File: src/hdl/cscalm_pkg.sv
package cscalm_pkg;

  localparam int MAX_POINTS_DEF  = 256;
  localparam int COORD_BITS_DEF  = 12;

  localparam int POINT_W = 12;
  localparam int CMD_W   = 2;
  localparam int CFG_W   = 16;
  localparam int HOLD_W  = 17;
  localparam int APB_DW  = 32;
  localparam int APB_AW  = 3;

  localparam logic [HOLD_W-1:0] HOLD_MAX   = 17'h1FFFF;
  localparam logic [CFG_W-1:0]  HOLD_RESET = 16'd70;

  localparam logic [APB_AW-1:0] REG_MAX_HOLD = 3'd0;

  typedef enum logic [CMD_W-1:0] {
    CMD_START = 2'd0,
    CMD_POINT = 2'd1,
    CMD_END   = 2'd2
  } cmd_t;

  typedef enum logic [2:0] {
    PH_NONE  = 3'b001,
    PH_REF   = 3'b010,
    PH_LATER = 3'b100
  } phase_t;

  // microcode
  localparam int STEP_W = 3;

  localparam logic [STEP_W-1:0] ST_IDLE  = 3'd0;
  localparam logic [STEP_W-1:0] ST_DISP  = 3'd1;
  localparam logic [STEP_W-1:0] ST_START = 3'd2;
  localparam logic [STEP_W-1:0] ST_REFWR = 3'd3;
  localparam logic [STEP_W-1:0] ST_DROP  = 3'd4;
  localparam logic [STEP_W-1:0] ST_SCAN0 = 3'd5;
  localparam logic [STEP_W-1:0] ST_SCAN  = 3'd6;
  localparam logic [STEP_W-1:0] ST_EVAL  = 3'd7;

  typedef enum logic [2:0] {
    OP_NONE,
    OP_LOAD,
    OP_START,
    OP_REFWR,
    OP_DROP,
    OP_SCAN0,
    OP_SCAN,
    OP_EVAL
  } op_t;

  typedef enum logic [2:0] {
    C_JUMP,
    C_ACCEPT,
    C_DISPATCH,
    C_LOOP,
    C_OUTFREE
  } cond_t;

  typedef struct packed {
    logic              in_rdy;
    op_t               op;
    cond_t             cond;
    logic [STEP_W-1:0] target;
  } ucw_t;

  typedef struct packed {
    logic              in_valid;
    logic              out_free;
    logic              scan_busy;
    logic [STEP_W-1:0] disp_step;
  } seq_stat_t;

  typedef struct packed {
    logic in_rdy;
    logic fire;
    op_t  op;
  } seq_ctrl_t;

  function automatic ucw_t ucode(input logic [STEP_W-1:0] step);
    ucw_t w;
    unique case (step)
      ST_IDLE:  w = '{1'b1, OP_LOAD,  C_ACCEPT,   ST_DISP};
      ST_DISP:  w = '{1'b0, OP_NONE,  C_DISPATCH, ST_IDLE};
      ST_START: w = '{1'b0, OP_START, C_JUMP,     ST_IDLE};
      ST_REFWR: w = '{1'b0, OP_REFWR, C_JUMP,     ST_IDLE};
      ST_DROP:  w = '{1'b0, OP_DROP,  C_JUMP,     ST_IDLE};
      ST_SCAN0: w = '{1'b0, OP_SCAN0, C_JUMP,     ST_SCAN};
      ST_SCAN:  w = '{1'b0, OP_SCAN,  C_LOOP,     ST_IDLE};
      ST_EVAL:  w = '{1'b0, OP_EVAL,  C_OUTFREE,  ST_IDLE};
      default:  w = '{1'b1, OP_LOAD,  C_ACCEPT,   ST_DISP};
    endcase
    return w;
  endfunction

endpackage

File: src/hdl/cscalm_seq.sv
module cscalm_seq (
  input  logic                  clk,
  input  logic                  rst,
  input  cscalm_pkg::seq_stat_t stat,
  output cscalm_pkg::seq_ctrl_t ctrl
);
  import cscalm_pkg::*;

  logic [STEP_W-1:0] pc;
  logic [STEP_W-1:0] pc_next;
  ucw_t              cw;
  logic              fire;

  always_comb begin
    cw      = ucode(pc);
    fire    = 1'b1;
    pc_next = pc;
    unique case (cw.cond)
      C_JUMP: pc_next = cw.target;
      C_ACCEPT: begin
        fire = stat.in_valid;
        if (stat.in_valid) pc_next = cw.target;
      end
      C_DISPATCH: pc_next = stat.disp_step;
      C_LOOP: begin
        if (!stat.scan_busy) pc_next = cw.target;
      end
      C_OUTFREE: begin
        fire = stat.out_free;
        if (stat.out_free) pc_next = cw.target;
      end
      default: pc_next = ST_IDLE;
    endcase
  end

  always_ff @(posedge clk) begin
    if (rst) begin
      pc <= ST_IDLE;
    end else begin
      pc <= pc_next;
    end
  end

  assign ctrl.in_rdy = cw.in_rdy;
  assign ctrl.fire   = fire;
  assign ctrl.op     = cw.op;

endmodule

File: config.mk
export PLATFORM = sky130hd
export DESIGN_NAME = cscalm_seq
export DESIGN_NICKNAME = d
export VERILOG_FILES = /design/src/hdl/cscalm_pkg.sv /design/src/hdl/cscalm_seq.sv
export SDC_FILE = /design/constraint.sdc
export NUM_CORES = 1
export LEC_CHECK = 0
export BUFFER_PORTS_ARGS = -buffer_cell sky130_fd_sc_hd__buf_2
export CAP_MARGIN = 20
export CORE_MARGIN = 2
export CORE_UTILIZATION = 45
export DETAILED_ROUTE_END_ITERATION = 7
export PLACE_DENSITY = 0.67
export SKIP_CTS_REPAIR_TIMING = 1
export SLEW_MARGIN = 20
export SYNTH_ARGS = -nofsm -noshare
export SYNTH_HDL_FRONTEND = slang
export SYNTH_SLANG_ARGS = --single-unit
File: constraint.sdc
create_clock -name clk -period 1.8 [get_ports clk]
set_clock_uncertainty 0.1 [all_clocks]
set_input_delay 0.54 -clock clk [delete_from_list [all_inputs] [get_ports clk]]
set_output_delay 0.54 -clock clk [all_outputs]
set_load 0.005 [all_outputs]
== After elaboration in Yosys (flattened, before gate mapping) ==
Memories as Yosys holds them, arrays and structs flattened. A register that Yosys moved wholly into a read port is not among the register bits.
Index checks and enable logic that the tools add are counted.

* Eq/ne operators: 7
* Muxes and demuxes: 7
* Reductions and logical operators: 2

{| class="wikitable"
|+ Operators by type and width
! cell !! number
|-
| 3-bit two-way mux || 5
|-
| 3-bit one-hot mux with 5 select lines || 1
|-
| 3-bit by 2-bit equality test with 1-bit output (second input constant) || 2
|-
| 2-bit inequality test (second input constant) || 3
|-
| 3-bit by 1-bit equality test with 1-bit output (second input constant) || 1
|-
| 3-bit equality test (second input constant) || 1
|-
| 3-bit logical NOT || 1
|-
| 3-bit AND reduction || 1
|-
| 1-bit one-hot mux with 2 select lines || 1
|}

* Register bits after elaboration: 3
* ROM bits: 80
* Logic and storage cells: 18
* Memories kept: 1

{| class="wikitable"
|+ Memories
! name !! words !! width !! rd ports !! clocked after memory_dff !! write ports !! line !! text
|-
| (name not given) || 8 || 10 || 1 || 1 || 0 || cscalm_pkg.sv:83 || <nowiki>unique case (step)</nowiki>
|}

== Depth between registers and ports, before layout ==
* Depth in word-level cells: 5
* Depth in mapped cells: 9

== Worst setup path before layout ==
Ideal clock, no wire load.

* Path kind: input-to-reg
* Start point: in stat[4] in the netlist's numbering
* End point: reg cw[6] (netlist name)
* Setup time: 0.127 ns
* Data arrival time: 1.625 ns
* Setup slack: -0.052 ns
* Stages on the path: 7
* Cells stage by stage: nor4b_4 a31oi_4 and3_1 nor3_2 inv_1 ha_1 mux2i_1

* Word-level cells in the longest chain between the ends: 4

{| class="wikitable"
|+ Ends and longest elaborated chain
! what !! line !! text
|-
| start: declaration || cscalm_seq.sv:4 || <nowiki>input cscalm_pkg::seq_stat_t stat,</nowiki>
|-
| 2-bit inequality test (no line) || n/a ||
|-
| 3-bit AND reduction (no line) || n/a ||
|-
| 3-bit two-way mux (no line) (2 in a row) || n/a ||
|}

Every way passes these cells.
A chain may end at the register's enable or synchronous reset.

== Final worst setup path ==
* Start point: reg cw[3] (netlist name)
* End point: reg cw[6] (netlist name)

* Word-level cells in the longest chain between the ends: 5
* Elaborated cells on any way between the ends: 12
* Classes of those cells: 7 x eq/ne; 3 x mux; 2 x reduce/logical

{| class="wikitable"
|+ Ends and longest elaborated chain
! what !! line !! text
|-
| 3-bit by 1-bit equality test with 1-bit output, or another cell as far along || cscalm_seq.sv:18 || <nowiki>unique case (cw.cond)</nowiki>
|-
| 2-bit inequality test (no line) || n/a ||
|-
| 3-bit AND reduction (no line) || n/a ||
|-
| 3-bit two-way mux (no line) * (2 in a row) || n/a ||
|}

Every way passes the cells marked *; elsewhere a longest branch is shown, timed or not.

==> results.ini <==
[status]
status = finished with violations
violations = setup timing

[placed_design]
place.gp.congestion = 0.819
dp_hpwl_um = 807
numPortBuffers = 12

[route]
wl_per_cell_um = 10.9
route.detailed.drc = 0
drt_iter0_drc = 4
viasPerCell = 4.89
ant_nets = 0
vias = 465
first_pass_iters = 2
routed_wl_um = 1040

[finish]
area_growth_pct = 26.7
fillers = 113
num_antenna_cells = 0
fin_nets = 90
drive_gt1_share_pct = 52.5
final_util_pct = 60.3

[clock_network]
cts_buffers = 3
clkTransAtPathRegs_ps = 70
clk_path_buf_depth = 2
cts_tree = done
clock_sinks = 11
h-tree-depth = 1
clk_latency_ps = 260
cts-root-buf = clkbuf_4

[critical_path]
critPathLaunchType = flop
rr_worst_depth = 8
worst-path-max-fanout = 5
crit_path_start = cw[3]
worst_r2r_startpoint = cw[3]
required_ps = 1840
critPathKind = reg -> reg
critPathArrivalTime_ps = 1930
r2r_end = cw[6]
r2r_slack_ps = -80
end_kind = flop

[synth]
synth_nets = 71
async_reset_ff_share_pct = 0
synth_top_area_share_pct = 35.6
synth_edf_count = 0
yosys.area.top_type = dfxtp_1
avgSynthCellArea_sq_um = 9.99
ys_seq_elements = 11
synth.area.top_cells = dfxtp_1 36%, buf_4 7.3%, mux2i_1 4.8%, nor3b_2 4.0%, nor4b_4 3.8%
ys.flop_type = dfxtp_1
yosysWarnings = 0
synth.distinct_cells = 28
synth_commonest_cells = 11 x dfxtp_1, 6 x buf_4, 6 x nor2_1
synth_area_sq_um = 619
syn_inst = 62
ys_seq_area_share_pct = 35.6
yosysMostFrequentCell = dfxtp_1

[global_routing]
grt_use_met3_pct = 3.26
busiest_layer = met2
grt_max_degree = 10
globalRouteMet2Util_pct = 20.7
use_met1_pct = 19.3
grt_pass1_wl_um = 1570
grt_usage_pct = 14.9
grt_overflow = 0
grt_pass1_vias = 384
antenna_found_initial = 0

[timing]
finalHoldViolCount = 0
finalSetupTns_ps = -123
setup_viol = 4
worstMarginPinSlew_ps = 334
slew_headroom_pct = 77.6
setup_ws_ps = -82.4
period_needed_ps = 1880
min_period_over_period_pct = 105
rsz0062_at_grt = yes
max_freq_mhz = 531
slew_viol_final = 0

[floorplanning]
start_util_pct = 47.6
die_h_um = 41.1
fp.dieW_um = 41.1
row_count = 13
die_area_sq_mm = 0.00169
io_pins = 13
core_area_sq_mm = 0.00130

[pwr]
leakage_nw = 0.325
p_per_area_mw_per_mm2 = 1480
ir_drop_mv = 0.782

[min_path]
min_path_type = reg -> reg
whs_endpoint = pc[2]
min_from = pc[2]
hold-path-cell-count = 2

[job]
cap_violations = 0

-- layout by cell type (no fill, tap or decap), types with 2 or more instances in the layout --
cell type  netlist  final
a21oi_1          3      3
buf_2            0     12
buf_4            6      8
clkbuf_4         0      3
dfxtp_1         11      8
dfxtp_4          0      2
inv_1            5      3
inv_2            0      2
mux2i_1          3      2
nand2b_1         3      3
nor2_1           6      5
nor3_1           3      2
nor3_4           1      2
nor3b_2          2      2
-- how the worst max path moves through the flow --
stage / endpoint / slack, ps / cells after the start
2_1_floorplan: cw[6] / -40 / 7
3_3_place_gp: cw[6] / -230 / 8
3_5_place_dp: cw[6] / -260 / 8
4_1_cts: ctrl[3] / -100 / 5
5_1_grt: cw[6] / -160 / 8
6_report: cw[6] / -80 / 8
-- sequential cells by signal (all words and copies together), names as in the netlist --
register,cells
pc,3
cw,8
-- metal layers --
metal | wire, um | vias up
met5 | 0 | -
met3 | 30 | 2
met1 | 492 | 209
li1 | - | 248
met4 | 16 | 0
met2 | 498 | 6
-- where the power goes --
part	leakage, nW	internal [W]	switching (W)
clock	0.0177	0.0000820	0.0000800
sequential	0.0920	0.000331	0.0000614
combinational	0.216	0.000324	0.000286
-- cell type report --
cell class / instances / area, sq um / share of cell area (%)
clock buffers: 3 / 22.5 / 2.87
clock inverters: 1 / 5.00 / 0.638
inverters: 5 / 18.8 / 2.39
multi-input cells: 39 / 359 / 45.8
flip-flops and latches: 11 / 229 / 29.2
well taps: 15 / 18.8 / 2.39
repair buffers: 21 / 131 / 16.7
-- cells by family (layout without fill, tap and decap cells) --
group / after synthesis / after routing / synth area share, %
AND/OR/NAND/NOR: 26 / 26 / 33.1
buffers and inverters: 12 / 30 / 12.1
flip-flops: 11 / 11 / 35.6
AO/OA/AOI/OAI: 9 / 9 / 12.3
multiplexers: 3 / 3 / 4.85
adder cells (fa/ha/maj): 1 / 1 / 2.02
-- through the flow --
step           total power (W)  hold slack [ps]  cells  setup WS, ps  cell area [sq um]
2_1_floorplan         0.000809              385     62         -38.4                619
3_3_place_gp          0.000908              427     90          -225                702
3_5_place_dp          0.000915              430     90          -265                702
4_1_cts                0.00108              445     94         -97.5                729
5_1_grt                0.00126              469     95          -159                785
6_report               0.00116              449     95         -82.4                785
-- worst max-delay path, cell delays in order, from the launching register on --
cell     delay, ps
dfxtp_4        360
buf_6          120
nor4b_4        300
a31oi_4         90
and3_4         210
nor3_4         200
inv_2           80
ha_4           250
mux2i_1         50
Note: power is estimated with default switching activity, not from simulation.
